==> config.mk <==
export PLATFORM = sky130hd
export DESIGN_NAME = vda_prerot
export DESIGN_NICKNAME = d
export VERILOG_FILES = /design/src/design/vda_pkg.sv /design/src/design/vda_prerot.sv
export SDC_FILE = /design/constraint.sdc
export NUM_CORES = 1
export LEC_CHECK = 0
export ABC_AREA = 1
export BUFFER_PORTS_ARGS = -buffer_cell sky130_fd_sc_hd__buf_2
export CAP_MARGIN = 10
export CELL_PAD_IN_SITES_DETAIL_PLACEMENT = 1
export CELL_PAD_IN_SITES_GLOBAL_PLACEMENT = 2
export CORE_ASPECT_RATIO = 2
export CORE_UTILIZATION = 28
export CTS_CLUSTER_SIZE = 8
export DETAILED_ROUTE_END_ITERATION = 10
export PLACE_DENSITY = 0.82
export SLEW_MARGIN = 10
export SYNTH_ARGS = -nofsm -noshare
export SYNTH_HDL_FRONTEND = slang
export SYNTH_SLANG_ARGS = --single-unit
==> constraint.sdc <==
create_clock -name clk -period 7.75 [get_ports clk]
set_input_delay 1.55 -clock clk [delete_from_list [all_inputs] [get_ports clk]]
set_output_delay 1.55 -clock clk [all_outputs]
set_load 0.02 [all_outputs]
==> src/design/vda_pkg.sv <==
// Package with widths, types, constants and helper functions of the vector direction block.
package vda_pkg;

    // Field and datapath widths.
    localparam int COORD_WIDTH   = 24;
    localparam int ANGLE_WIDTH   = 16;
    localparam int CORDIC_STAGES = 16;
    localparam int DATA_WIDTH    = 64;
    localparam int PHASE_WIDTH   = 32;
    localparam int GUARD_SHIFT   = 60 - COORD_WIDTH;

    // Gain compensation: multiply by INV_GAIN / 2^GAIN_FRAC_BITS.
    localparam int GAIN_FRAC_BITS = 31;
    localparam int GAIN_HI_WIDTH  = DATA_WIDTH - GAIN_FRAC_BITS;
    localparam logic [GAIN_FRAC_BITS-1:0] INV_GAIN = 31'd1304065748;

    // Pre-rotation angles of plus and minus a quarter turn.
    localparam logic [PHASE_WIDTH-1:0] PHASE_QUARTER     = 32'h4000_0000;
    localparam logic [PHASE_WIDTH-1:0] PHASE_NEG_QUARTER = 32'hC000_0000;

    // Output rounding of the phase to the angle width.
    localparam int ROUND_SHIFT = PHASE_WIDTH - ANGLE_WIDTH;
    localparam logic [PHASE_WIDTH-1:0] ROUND_HALF = (32'd1 << ROUND_SHIFT) >> 1;

    // Register stages from input to output, used by the checker.
    localparam int PIPE_DEPTH = 2 * CORDIC_STAGES + 5;

    typedef logic signed [COORD_WIDTH-1:0] coord_t;
    typedef logic signed [ANGLE_WIDTH-1:0] angle_t;
    typedef logic signed [DATA_WIDTH-1:0]  data_t;
    typedef logic        [PHASE_WIDTH-1:0] phase_t;

    // Input transaction payload.
    typedef struct packed {
        coord_t x_coord;
        coord_t y_coord;
        coord_t z_coord;
    } in_t;

    // Output transaction payload.
    typedef struct packed {
        angle_t first_angle;
        angle_t second_angle;
    } out_t;

    // Vector state carried through a CORDIC pipeline.
    typedef struct packed {
        data_t  x;
        data_t  y;
        phase_t ang;
        logic   zero;
    } vec_t;

    // Side data that travels with each transaction.
    typedef struct packed {
        logic   three_dim;
        coord_t y_coord;
        phase_t theta;
    } side_t;

    // Arctangent table, round(atan(2^-i) * 2^31 / pi).
    function automatic phase_t atan_entry(input int unsigned idx);
        phase_t val;
        case (idx)
            0:  val = 32'h20000000;
            1:  val = 32'h12E4051E;
            2:  val = 32'h09FB385B;
            3:  val = 32'h051111D4;
            4:  val = 32'h028B0D43;
            5:  val = 32'h0145D7E1;
            6:  val = 32'h00A2F61E;
            7:  val = 32'h00517C55;
            8:  val = 32'h0028BE53;
            9:  val = 32'h00145F2F;
            10: val = 32'h000A2F98;
            11: val = 32'h000517CC;
            12: val = 32'h00028BE6;
            13: val = 32'h000145F3;
            14: val = 32'h0000A2FA;
            15: val = 32'h0000517D;
            16: val = 32'h000028BE;
            17: val = 32'h0000145F;
            18: val = 32'h00000A30;
            19: val = 32'h00000518;
            20: val = 32'h0000028C;
            21: val = 32'h00000146;
            22: val = 32'h000000A3;
            23: val = 32'h00000051;
            24: val = 32'h00000029;
            25: val = 32'h00000014;
            26: val = 32'h0000000A;
            27: val = 32'h00000005;
            28: val = 32'h00000003;
            29: val = 32'h00000001;
            30: val = 32'h00000001;
            default: val = 32'h00000000;
        endcase
        return val;
    endfunction

    // Sign-extend a coordinate into the datapath and scale it up.
    function automatic data_t scale_coord(input coord_t c);
        data_t ext;
        ext = data_t'(c);
        return ext <<< GUARD_SHIFT;
    endfunction

    // Round a phase half up to the angle width; the result wraps.
    function automatic angle_t to_angle(input phase_t a);
        phase_t sum;
        sum = a + ROUND_HALF;
        return angle_t'(sum[PHASE_WIDTH-1 -: ANGLE_WIDTH]);
    endfunction

endpackage

==> src/design/vda_prerot.sv <==
// Pipeline stage that detects a zero vector and turns the vector into the right half plane.
module vda_prerot (
    input  logic            clk,
    input  logic            rst_n,
    input  logic            in_valid,
    output logic            in_stall,
    input  vda_pkg::data_t  in_x,
    input  vda_pkg::data_t  in_y,
    input  vda_pkg::side_t  in_side,
    output logic            out_valid,
    input  logic            out_stall,
    output vda_pkg::vec_t   out_vec,
    output vda_pkg::side_t  out_side
);

    logic           valid_reg;
    logic           valid_next;
    vda_pkg::vec_t  vec_reg;
    vda_pkg::vec_t  vec_next;
    vda_pkg::side_t side_reg;
    logic           load;

    // The stage holds while it has a transaction that the next stage refuses.
    assign in_stall = valid_reg && out_stall;
    assign load     = !in_stall;

    // Pre-rotation by a quarter turn for a vector in the left half plane.
    always_comb
    begin
        vec_next.x    = in_x;
        vec_next.y    = in_y;
        vec_next.ang  = '0;
        vec_next.zero = (in_x == '0) && (in_y == '0);
        if (in_x[vda_pkg::DATA_WIDTH-1])
        begin
            if (!in_y[vda_pkg::DATA_WIDTH-1])
            begin
                vec_next.x   = in_y;
                vec_next.y   = -in_x;
                vec_next.ang = vda_pkg::PHASE_QUARTER;
            end
            else
            begin
                vec_next.x   = -in_y;
                vec_next.y   = in_x;
                vec_next.ang = vda_pkg::PHASE_NEG_QUARTER;
            end
        end
    end

    assign valid_next = load ? in_valid : valid_reg;

    // Valid bit.
    always_ff @(posedge clk or negedge rst_n)
    begin
        if (!rst_n)
        begin
            valid_reg <= 1'b0;
        end
        else
        begin
            valid_reg <= valid_next;
        end
    end

    // Payload.
    always_ff @(posedge clk)
    begin
        if (load)
        begin
            vec_reg  <= vec_next;
            side_reg <= in_side;
        end
    end

    assign out_valid = valid_reg;
    assign out_vec   = vec_reg;
    assign out_side  = side_reg;

endmodule

==> metrics <==
outcome=complete, no violations; DP Area=between 0.01 and 0.015 mm2; critical path startpoint category=input port; post-DP HPWL=49300 um; M3 GR Usage=0.0333; most used routing layer=met2; Nets=2052; Overflow after GRT=0; clock latency on the worst-skew pair=~0.48 ns; Die Area=approximately 0.043 mm2; global-route met1 utilization=0.251; relative slew slack=0.309; share of cells above drive strength 1=0.255; IO Pins=between 400 and 500; RSZ-0062 raised after global routing=false; total negative setup slack=0 ns; Slowest cell on crit path=nand2_8; initial antenna violation count=1; post-CTS resize count=0; CTS Hold Bufs=0; #FFs+latches synth=approximately 190; number of DRC markers in iteration 0=~550; row count=approximately 110; Area contributors post-synth=edfxtp_1 (48%), nand2_1 (15%), nand3_1 (7.0%); cells along the critical path=buf_2 -> nand2_8 -> inv_1 -> buf_2; CP Max Fanout=58; Worst EP required=6.20 ns; Sink Count=roughly 190; Place WS=between 3 and 4 ns; clock skew=between 0.015 and 0.02 ns; most frequent CP cell=buf_2; Synth Warn #=0; Fill cells=between 5000 and 6000; commonest non-fill, non-tap cell in the layout=nand2_1; CTS Buf Count=17; core area=0.0416 mm2; Pwr Density=between 150 and 200 mW/mm2; synth unique cells=40; register area share after synthesis=0.481; CTS tree=yes; critical path arrival=around 2.3 ns; gr usage total=0.280; grt met2 use=0.537; asr flop ratio synth=0.00529; Max Freq=between 200 and 300 MHz; CP Class=input port to output pin; max_cap viols=0; total number of vias=between 10000 and 15000; drt pass-1 iters=6; Die H=a little under 300 um; post-route ant nets=0; Tmin final=about 3.9 ns; Layout area overhead=24.7%; CTS root buffer=clkbuf_16; first-pass GRT wire length=84000 um; HP Class=input port to asynchronous set/reset pin; setup slack after layout=about 3.9 ns; Final Max Tran Viols=0; Fin. Hold Viols=0; Worst path max stage delay=approximately 0.36 ns; DR vias/cell=5.01; H-Tree Level Count=4; area share of the largest cell type after synthesis=0.479; vias in the first global route=around 13000; initial core utilization=0.283; Tcrit/Tclk final=0.501; Critical Path End Type=output pin; final setup fails=0; maximum clock insertion buffer count=2; EDFF count, synth=188; final wirelength=60100 um; leakage=between 6 and 7 nW; peak supply drop=roughly 130 uV; Clock transition at path regs=approximately 0.070 ns; WL/cell=24.9 um; gpl congestion=about 0.94; commonest non-fill, non-tap cells in the layout=nand2_1 (482), buf_2 (377), nor2_1 (218), edfxtp_1 (188), nand3_1 (164); pin count of the biggest net entering global routing=85; final instance area=roughly 0.015 mm2; Mean Syn Cell Area=7.84 um2; Slew @ Worst Pin=between 1 and 1.5 ns; Mapped Cells=between 1500 and 2000; area leader, netlist=edfxtp_1; synthesized cell area=between 0.01 and 0.015 mm2; Port Buf Inserts=roughly 380; ys flop type=edfxtp_1; post-CTS setup repair buffer count=0; residual DRC count=0; DIE WIDTH=147 um
-- state kept, by name, indices dropped and copies added, names as in the netlist --
| name | cells |
|---|---|
| out_side | 57 |
| out_valid | 1 |
| out_vec | 131 |
-- per-layer routing --
layer  share of wire  wire (um)  up-vias
met5               0          0        -
met2            0.55      33100      476
met1            0.32      19200     5821
met3           0.037       2240      164
li1                -          -     5649
met4           0.094       5680        0
-- through the flow --
step | utilization | power, W | std cells | hold WS [ns]
5_1_grt | 0.353 | 0.00292 | 2415 | 0.829
3_3_place_gp | 0.338 | 0.00192 | 2382 | 1.03
3_5_place_dp | 0.338 | 0.00193 | 2382 | 1.07
6_report | 0.353 | 0.00282 | 2415 | 0.849
2_1_floorplan | - | 0.00165 | 1531 | 1.25
4_1_cts | 0.353 | 0.00285 | 2414 | 0.819
-- report_power, final --
group / internal, W / total (W) / switching [W]
Sequential: 0.00124 / 0.00127 / 0.0000325
Combinational: 0.000172 / 0.000632 / 0.000460
Clock: 0.000483 / 0.000920 / 0.000436
-- layout make-up --
| type | instances | area [um2] | area share |
|---|---|---|---|
| clock inverters | 13 | 163 | 0.0111 |
| flip-flops and latches | 189 | 5670 | 0.386 |
| diodes | 1 | 2.50 | 0.000170 |
| multi-input cells | 1169 | 5430 | 0.369 |
| repair buffers | 385 | 1950 | 0.133 |
| well taps | 540 | 676 | 0.0460 |
| inverters | 99 | 374 | 0.0255 |
| clock buffers | 19 | 433 | 0.0295 |
-- synthesized netlist by cell type, types with 3 or more instances --
cell / number
buf_2: 14
o21ai_2: 5
nand4_1: 26
inv_1: 93
nand3_1: 164
xnor2_1: 14
nand2_4: 9
nand3b_1: 12
nor3_1: 4
nor2_4: 10
clkbuf_1: 20
nor2_2: 12
nor4_1: 3
buf_1: 3
o22ai_1: 3
nand2_2: 12
xor2_1: 26
o21ai_1: 36
o21ai_0: 77
nand2_1: 483
buf_4: 36
inv_2: 4
edfxtp_1: 188
a21oi_1: 11
nor2_1: 218
-- critical path: cells and delay by family --
family | cells | cell delay [ns]
buffers and inverters | 3 | 0.41
and+or+nand+nor | 1 | 0.36
-- worst paths after layout --
| kind | start | endpoint | slack, ns | depth (start not counted) |
|---|---|---|---|---|
| hold reg to reg | out_valid | out_side[1] | 1.05 | 1 |
| max in group asynchronous | rst_n | out_valid | 6.82 | 1 |
| setup / recovery | out_stall | in_stall | 3.87 | 4 |
| setup reg to reg | out_valid | out_vec[125] | 4.79 | 3 |
| min in group clk | out_valid | out_side[1] | 1.05 | 1 |
| hold / removal | rst_n | out_valid | 0.85 | 1 |
-- cells by family after synthesis --
group | share of synthesized area
AO/OA/AOI/OAI | 0.0620
buffers and inverters | 0.0688
flip-flops | 0.481
adder cells (fa/ha/maj) | 0.00212
other | 0.000318
XOR/XNOR | 0.0297
AND/OR/NAND/NOR | 0.356
No activity file was read; power rests on OpenSTA's default activity.
