[config.mk]
export PLATFORM = sky130hd
export DESIGN_NAME = vda_gain
export DESIGN_NICKNAME = d
export VERILOG_FILES = /design/src/design/vda_pkg.sv /design/src/design/vda_gain.sv
export SDC_FILE = /design/constraint.sdc
export NUM_CORES = 2
export LEC_CHECK = 0
export ABC_AREA = 1
export BUFFER_PORTS_ARGS = -buffer_cell sky130_fd_sc_hd__buf_4
export CAP_MARGIN = 15
export CORE_ASPECT_RATIO = 1.4
export CORE_MARGIN = 3
export CORE_UTILIZATION = 40
export CTS_CLUSTER_SIZE = 25
export DETAILED_ROUTE_END_ITERATION = 7
export HOLD_SLACK_MARGIN = 0.15
export PLACE_DENSITY = 0.6
export SYNTH_ARGS = -nofsm -noshare
export SYNTH_HDL_FRONTEND = slang
export SYNTH_SLANG_ARGS = --single-unit
[constraint.sdc]
create_clock -name clk -period 9.9 [get_ports clk]
set_clock_uncertainty 0.2 [all_clocks]
set_input_delay 1.485 -clock clk [delete_from_list [all_inputs] [get_ports clk]]
set_output_delay 1.485 -clock clk [all_outputs]
set_load 0.02 [all_outputs]
[src/design/vda_pkg.sv]
// Package with widths, types, constants and helper functions of the vector direction block.
package vda_pkg;

    // Field and datapath widths.
    localparam int COORD_WIDTH   = 24;
    localparam int ANGLE_WIDTH   = 16;
    localparam int CORDIC_STAGES = 16;
    localparam int DATA_WIDTH    = 64;
    localparam int PHASE_WIDTH   = 32;
    localparam int GUARD_SHIFT   = 60 - COORD_WIDTH;

    // Gain compensation: multiply by INV_GAIN / 2^GAIN_FRAC_BITS.
    localparam int GAIN_FRAC_BITS = 31;
    localparam int GAIN_HI_WIDTH  = DATA_WIDTH - GAIN_FRAC_BITS;
    localparam logic [GAIN_FRAC_BITS-1:0] INV_GAIN = 31'd1304065748;

    // Pre-rotation angles of plus and minus a quarter turn.
    localparam logic [PHASE_WIDTH-1:0] PHASE_QUARTER     = 32'h4000_0000;
    localparam logic [PHASE_WIDTH-1:0] PHASE_NEG_QUARTER = 32'hC000_0000;

    // Output rounding of the phase to the angle width.
    localparam int ROUND_SHIFT = PHASE_WIDTH - ANGLE_WIDTH;
    localparam logic [PHASE_WIDTH-1:0] ROUND_HALF = (32'd1 << ROUND_SHIFT) >> 1;

    // Register stages from input to output, used by the checker.
    localparam int PIPE_DEPTH = 2 * CORDIC_STAGES + 5;

    typedef logic signed [COORD_WIDTH-1:0] coord_t;
    typedef logic signed [ANGLE_WIDTH-1:0] angle_t;
    typedef logic signed [DATA_WIDTH-1:0]  data_t;
    typedef logic        [PHASE_WIDTH-1:0] phase_t;

    // Input transaction payload.
    typedef struct packed {
        coord_t x_coord;
        coord_t y_coord;
        coord_t z_coord;
    } in_t;

    // Output transaction payload.
    typedef struct packed {
        angle_t first_angle;
        angle_t second_angle;
    } out_t;

    // Vector state carried through a CORDIC pipeline.
    typedef struct packed {
        data_t  x;
        data_t  y;
        phase_t ang;
        logic   zero;
    } vec_t;

    // Side data that travels with each transaction.
    typedef struct packed {
        logic   three_dim;
        coord_t y_coord;
        phase_t theta;
    } side_t;

    // Arctangent table, round(atan(2^-i) * 2^31 / pi).
    function automatic phase_t atan_entry(input int unsigned idx);
        phase_t val;
        case (idx)
            0:  val = 32'h20000000;
            1:  val = 32'h12E4051E;
            2:  val = 32'h09FB385B;
            3:  val = 32'h051111D4;
            4:  val = 32'h028B0D43;
            5:  val = 32'h0145D7E1;
            6:  val = 32'h00A2F61E;
            7:  val = 32'h00517C55;
            8:  val = 32'h0028BE53;
            9:  val = 32'h00145F2F;
            10: val = 32'h000A2F98;
            11: val = 32'h000517CC;
            12: val = 32'h00028BE6;
            13: val = 32'h000145F3;
            14: val = 32'h0000A2FA;
            15: val = 32'h0000517D;
            16: val = 32'h000028BE;
            17: val = 32'h0000145F;
            18: val = 32'h00000A30;
            19: val = 32'h00000518;
            20: val = 32'h0000028C;
            21: val = 32'h00000146;
            22: val = 32'h000000A3;
            23: val = 32'h00000051;
            24: val = 32'h00000029;
            25: val = 32'h00000014;
            26: val = 32'h0000000A;
            27: val = 32'h00000005;
            28: val = 32'h00000003;
            29: val = 32'h00000001;
            30: val = 32'h00000001;
            default: val = 32'h00000000;
        endcase
        return val;
    endfunction

    // Sign-extend a coordinate into the datapath and scale it up.
    function automatic data_t scale_coord(input coord_t c);
        data_t ext;
        ext = data_t'(c);
        return ext <<< GUARD_SHIFT;
    endfunction

    // Round a phase half up to the angle width; the result wraps.
    function automatic angle_t to_angle(input phase_t a);
        phase_t sum;
        sum = a + ROUND_HALF;
        return angle_t'(sum[PHASE_WIDTH-1 -: ANGLE_WIDTH]);
    endfunction

endpackage

[src/design/vda_gain.sv]
// Two-stage multiplier that removes the CORDIC gain from the magnitude.
module vda_gain (
    input  logic            clk,
    input  logic            rst_n,
    input  logic            in_valid,
    output logic            in_stall,
    input  vda_pkg::data_t  in_mag,
    input  vda_pkg::side_t  in_side,
    output logic            out_valid,
    input  logic            out_stall,
    output vda_pkg::data_t  out_mag,
    output vda_pkg::side_t  out_side
);

    localparam int F  = vda_pkg::GAIN_FRAC_BITS;
    localparam int HW = vda_pkg::GAIN_HI_WIDTH;
    localparam int DW = vda_pkg::DATA_WIDTH;

    logic               valid_a_reg;
    logic               valid_a_next;
    logic [2*F-1:0]     lo_prod_a_reg;
    logic [2*F-1:0]     lo_prod_a_next;
    logic [HW-1:0]      hi_a_reg;
    logic               pos_a_reg;
    logic               pos_a_next;
    vda_pkg::side_t     side_a_reg;
    logic               stall_a;
    logic               load_a;

    logic               valid_b_reg;
    logic               valid_b_next;
    vda_pkg::data_t     mag_b_reg;
    vda_pkg::data_t     mag_b_next;
    vda_pkg::side_t     side_b_reg;
    logic               stall_b;
    logic               load_b;
    logic [DW-1:0]      hi_prod;

    // The constant widened to the low product width.
    function automatic logic [2*F-1:0] INV_GAIN_EXT();
        return {{F{1'b0}}, vda_pkg::INV_GAIN};
    endfunction

    // Stall chain through the two stages.
    assign stall_b  = valid_b_reg && out_stall;
    assign stall_a  = valid_a_reg && stall_b;
    assign load_b   = !stall_b;
    assign load_a   = !stall_a;
    assign in_stall = stall_a;

    // First stage: low half of the magnitude times the constant.
    assign lo_prod_a_next = in_mag[F-1:0] * INV_GAIN_EXT();
    assign pos_a_next     = !in_mag[DW-1] && (in_mag != '0);
    assign valid_a_next   = load_a ? in_valid : valid_a_reg;

    // Second stage: high half times the constant plus the carried low product.
    assign hi_prod    = hi_a_reg * {{(DW-F){1'b0}}, vda_pkg::INV_GAIN};
    assign mag_b_next = pos_a_reg
                      ? vda_pkg::data_t'(hi_prod + DW'(lo_prod_a_reg[2*F-1:F]))
                      : '0;
    assign valid_b_next = load_b ? valid_a_reg : valid_b_reg;

    // Valid bits.
    always_ff @(posedge clk or negedge rst_n)
    begin
        if (!rst_n)
        begin
            valid_a_reg <= 1'b0;
            valid_b_reg <= 1'b0;
        end
        else
        begin
            valid_a_reg <= valid_a_next;
            valid_b_reg <= valid_b_next;
        end
    end

    // Payload of both stages.
    always_ff @(posedge clk)
    begin
        if (load_a)
        begin
            lo_prod_a_reg <= lo_prod_a_next;
            hi_a_reg      <= in_mag[DW-1:F];
            pos_a_reg     <= pos_a_next;
            side_a_reg    <= in_side;
        end
        if (load_b)
        begin
            mag_b_reg  <= mag_b_next;
            side_b_reg <= side_a_reg;
        end
    end

    assign out_valid = valid_b_reg;
    assign out_mag   = mag_b_reg;
    assign out_side  = side_b_reg;

endmodule

==> key figures <==
Floorplanning
  – Core outline area: 123000 um2
  – Die area: 129000 um2
  – Die extent in y: 424 um
  – Number of standard-cell rows in the floorplan: 152
  – Floorplan die width: approximately 300 um
  – Top-Level Pins: 248
  – Initial core utilization: 0.405

Final layout
  – Multi-input gate area: 36100 um2
  – Number of nets at the end of the flow: between 7000 and 8000
  – Layout-stage area growth over the synthesis result: 9.68%
  – Filler instances: about 12000
  – Largest register FFs: 64
  – Number of antenna repair diodes: 0
  – Fraction of final layout cells sized beyond drive strength 1: 0.0741
  – Share of the core filled with cells in the final layout: 0.444
  – Register cell area after layout: 7350 um2

Global routing
  – Number of global-route vias before repair: between 30000 and 40000
  – Total gr overflow: 0
  – Pin count of the biggest net entering global routing: 75
  – Total routing usage reported by global routing: 0.252
  – Wire length of the first global-routing pass: 242 mm
  – Number of antenna violations at the first check in global routing: 2

CTS
  – Insertion delay of the later-clocked pin in the worst-skew pair: 0.61 ns
  – Maximum level of the CTS H-tree: 1
  – Clock tree from TritonCTS: built
  – Cell at the root of the clock tree: sky130_fd_sc_hd__clkbuf_16
  – Sink Count: 245
  – Clock-pin transition on the worst setup and hold timing paths: 0.07 ns
  – Number of buffers on the longest clock path: 3
  – Inserted Clock Buffers: 27
  – Number of gates resized after CTS: 0

Timing
  – Ratio of final minimum period to clock period: 0.953
  – Final-report max-slew violation count: 0
  – Slew at the pin closest to its max-slew limit: 0.976 ns
  – Final Critical Period: 9.43 ns
  – Fin Setup TNS: 0 ns
  – Rel. slew slack: 0.349
  – Maximum operating frequency: 106 MHz
  – RSZ-0062 raised after global routing: false
  – Count of endpoints failing hold in the final timing report: 0
  – Final setup fails: 0

Drt
  – Drt total wl: approximately 160 mm
  – First-pass DRT Iterations: 5
  – Routed length per placed instance: 21.9 um
  – DR iter-0 viols: 2267
  – Via count: between 30000 and 40000
  – Residual DRC count: 0
  – Post-DRT Antenna Nets: 0
  – Via count normalized by instance count: 4.90

Worst setup path
  – Worst Setup Path Type: reg -> reg
  – Crit end category: register
  – Setup crit start kind: register
  – Endpoint required time on the critical path: approximately 10 ns
  – Worst stage delay on the critical path: 0.77 ns
  – Crit path max fanout: 8
  – Critical Path Most Common Cell: sky130_fd_sc_hd__nand2_1
  – Critical-path cell with the highest stage delay: sky130_fd_sc_hd__edfxtp_1
  – Data arrival time of the critical path: 9.67 ns

Run
  – Max Cap Violations: 0

Yosys
  – Fraction of the yosys area taken by sequential cells: 0.147
  – EDFF count, synth: 243
  – Summed instance area of the synthesized netlist: 49900 um2
  – Number of flip-flops and latches in the synthesized netlist: 245
  – Number of standard cells after synthesis: 5408
  – Synthesized netlist net count: ~7200
  – Yosys cell types: 46
  – Most used DFF post-synth: sky130_fd_sc_hd__edfxtp_1
  – Mean instance size in the synthesized netlist: 9.23 um2
  – Proportion of register bits with asynchronous set or reset after synthesis: 0.00816
  – Synthesis warning total: 0

Placement
  – Detailed Place HPWL: 143 mm
  – Weighted congestion at the end of routability-driven global placement: 1.01
  – Number of input and output port buffers inserted: 247

Status
  – Result of the run: finished clean

Hold path
  – Hold Crit Class: reg -> reg
==> through the flow <==
stage                     hold slack [ns]  instance area, um2  setup WS (ns)  instances
after floorplan                     0.200               49900           1.92       5408
after global placement              0.200               53800          0.419       7271
after detailed placement            0.205               53800          0.385       7271
after CTS                           0.217               54700          0.340       7320
after global routing                0.223               54800         0.0108       7324
final                               0.219               54800          0.467       7324
==> synthesized netlist by cell type, types with 3 or more instances <==
cell | count | area [um2]
sky130_fd_sc_hd__inv_2 | 7 | 26.3
sky130_fd_sc_hd__edfxtp_1 | 243 | 7300
sky130_fd_sc_hd__a21o_1 | 19 | 143
sky130_fd_sc_hd__a31oi_1 | 25 | 156
sky130_fd_sc_hd__nand3_2 | 13 | 130
sky130_fd_sc_hd__clkbuf_1 | 4 | 15.0
sky130_fd_sc_hd__o211ai_1 | 5 | 37.5
sky130_fd_sc_hd__and2_1 | 4 | 25.0
sky130_fd_sc_hd__o21bai_1 | 17 | 128
sky130_fd_sc_hd__nand3b_1 | 5 | 37.5
sky130_fd_sc_hd__nand2_2 | 45 | 282
sky130_fd_sc_hd__o31ai_1 | 3 | 22.5
sky130_fd_sc_hd__nor3_1 | 15 | 75.1
sky130_fd_sc_hd__nor2_2 | 36 | 225
sky130_fd_sc_hd__inv_1 | 1706 | 6400
sky130_fd_sc_hd__and3_1 | 3 | 18.8
sky130_fd_sc_hd__nand2_1 | 788 | 2960
sky130_fd_sc_hd__o21ai_0 | 105 | 526
sky130_fd_sc_hd__xor2_1 | 50 | 438
sky130_fd_sc_hd__nand3_1 | 110 | 551
sky130_fd_sc_hd__a21boi_0 | 4 | 30.0
sky130_fd_sc_hd__xnor2_1 | 15 | 131
sky130_fd_sc_hd__ha_1 | 755 | 9450
sky130_fd_sc_hd__a221oi_1 | 4 | 35.0
sky130_fd_sc_hd__nor2_1 | 248 | 931
sky130_fd_sc_hd__fa_1 | 913 | 18300
sky130_fd_sc_hd__o21a_1 | 11 | 82.6
sky130_fd_sc_hd__nor2_4 | 9 | 101
sky130_fd_sc_hd__nor4_1 | 14 | 87.6
sky130_fd_sc_hd__nand4_1 | 30 | 188
sky130_fd_sc_hd__a21oi_1 | 183 | 916
==> layout by cell type (no fill, tap or decap), types with 19 or more instances in the layout <==
master                      netlist  layout
sky130_fd_sc_hd__clkbuf_16        0      27
sky130_fd_sc_hd__nor2_2          36      36
sky130_fd_sc_hd__edfxtp_1       243     243
sky130_fd_sc_hd__a21oi_1        183     183
sky130_fd_sc_hd__nand2_1        788     787
sky130_fd_sc_hd__nand4_1         30      30
sky130_fd_sc_hd__o21ai_0        105     105
sky130_fd_sc_hd__ha_1           755     755
sky130_fd_sc_hd__nand3_1        110     110
sky130_fd_sc_hd__xor2_1          50      50
sky130_fd_sc_hd__nand2_2         45      45
sky130_fd_sc_hd__fa_1           913     913
sky130_fd_sc_hd__nor2_1         248     248
sky130_fd_sc_hd__buf_4            0     257
sky130_fd_sc_hd__inv_1         1706    1705
sky130_fd_sc_hd__a31oi_1         25      25
sky130_fd_sc_hd__a21o_1          19      19
==> area by class of cell <==
class                           instances  share of cell area
Timing Repair Buffer                  257              0.0352
Sequential cell                       245               0.134
Tap cell                             1617              0.0369
Multi-Input combinational cell       3442               0.659
Clock buffer                           29              0.0125
Clock inverter                         20             0.00423
Inverter                             1714               0.118
==> critical path: cells and delay by family, from the launching register on <==
family	cells	cell delay [ns]
flops	1	0.77
xor+xnor	1	0.12
simple gates	19	2.83
fa+ha+maj	10	4.78
buf+inv	7	0.55
==> layer usage <==
metal  up-vias  routed length (um)  global-route usage
met5         -                   0                   0
met4         0                7410               0.101
met3       267                5290              0.0183
met2       885               87900               0.486
met1     17900               59800               0.284
li1      16800                   -                   -
==> path summary, 6_finish.rpt <==
kind / depth (start not counted) / slack, ns / end / startpoint
worst max-delay path: 37 / 0.47 / out_mag[57] / hi_a_reg[6]
worst min-delay path: 0 / 0.22 / out_side[43] / side_a_reg[43]
worst max register to register: 37 / 0.47 / out_mag[57] / hi_a_reg[6]
worst min register to register: 0 / 0.22 / out_side[43] / side_a_reg[43]
max in group asynchronous: 1 / 8.97 / out_valid / rst_n
min in group asynchronous: 1 / 0.44 / valid_a_reg / rst_n
==> cell families (layout without fill, tap and decap cells) <==
group | count (synthesis) | after routing | share of synthesized area
compound gates | 381 | 381 | 0.0424
fa+ha+maj | 1668 | 1668 | 0.555
buf+inv | 1721 | 2020 | 0.130
xor+xnor | 65 | 65 | 0.0114
flops | 245 | 245 | 0.147
simple gates | 1328 | 1328 | 0.114
==> timing repair <==
action | CTS | global route
hold buffers | 0 | 0
endpoints found under the setup margin | 0 | 2
setup buffers | 0 | 4
Power is not shown: default switching activity piles up to over one toggle a cycle in this logic, so the estimate is an artifact.
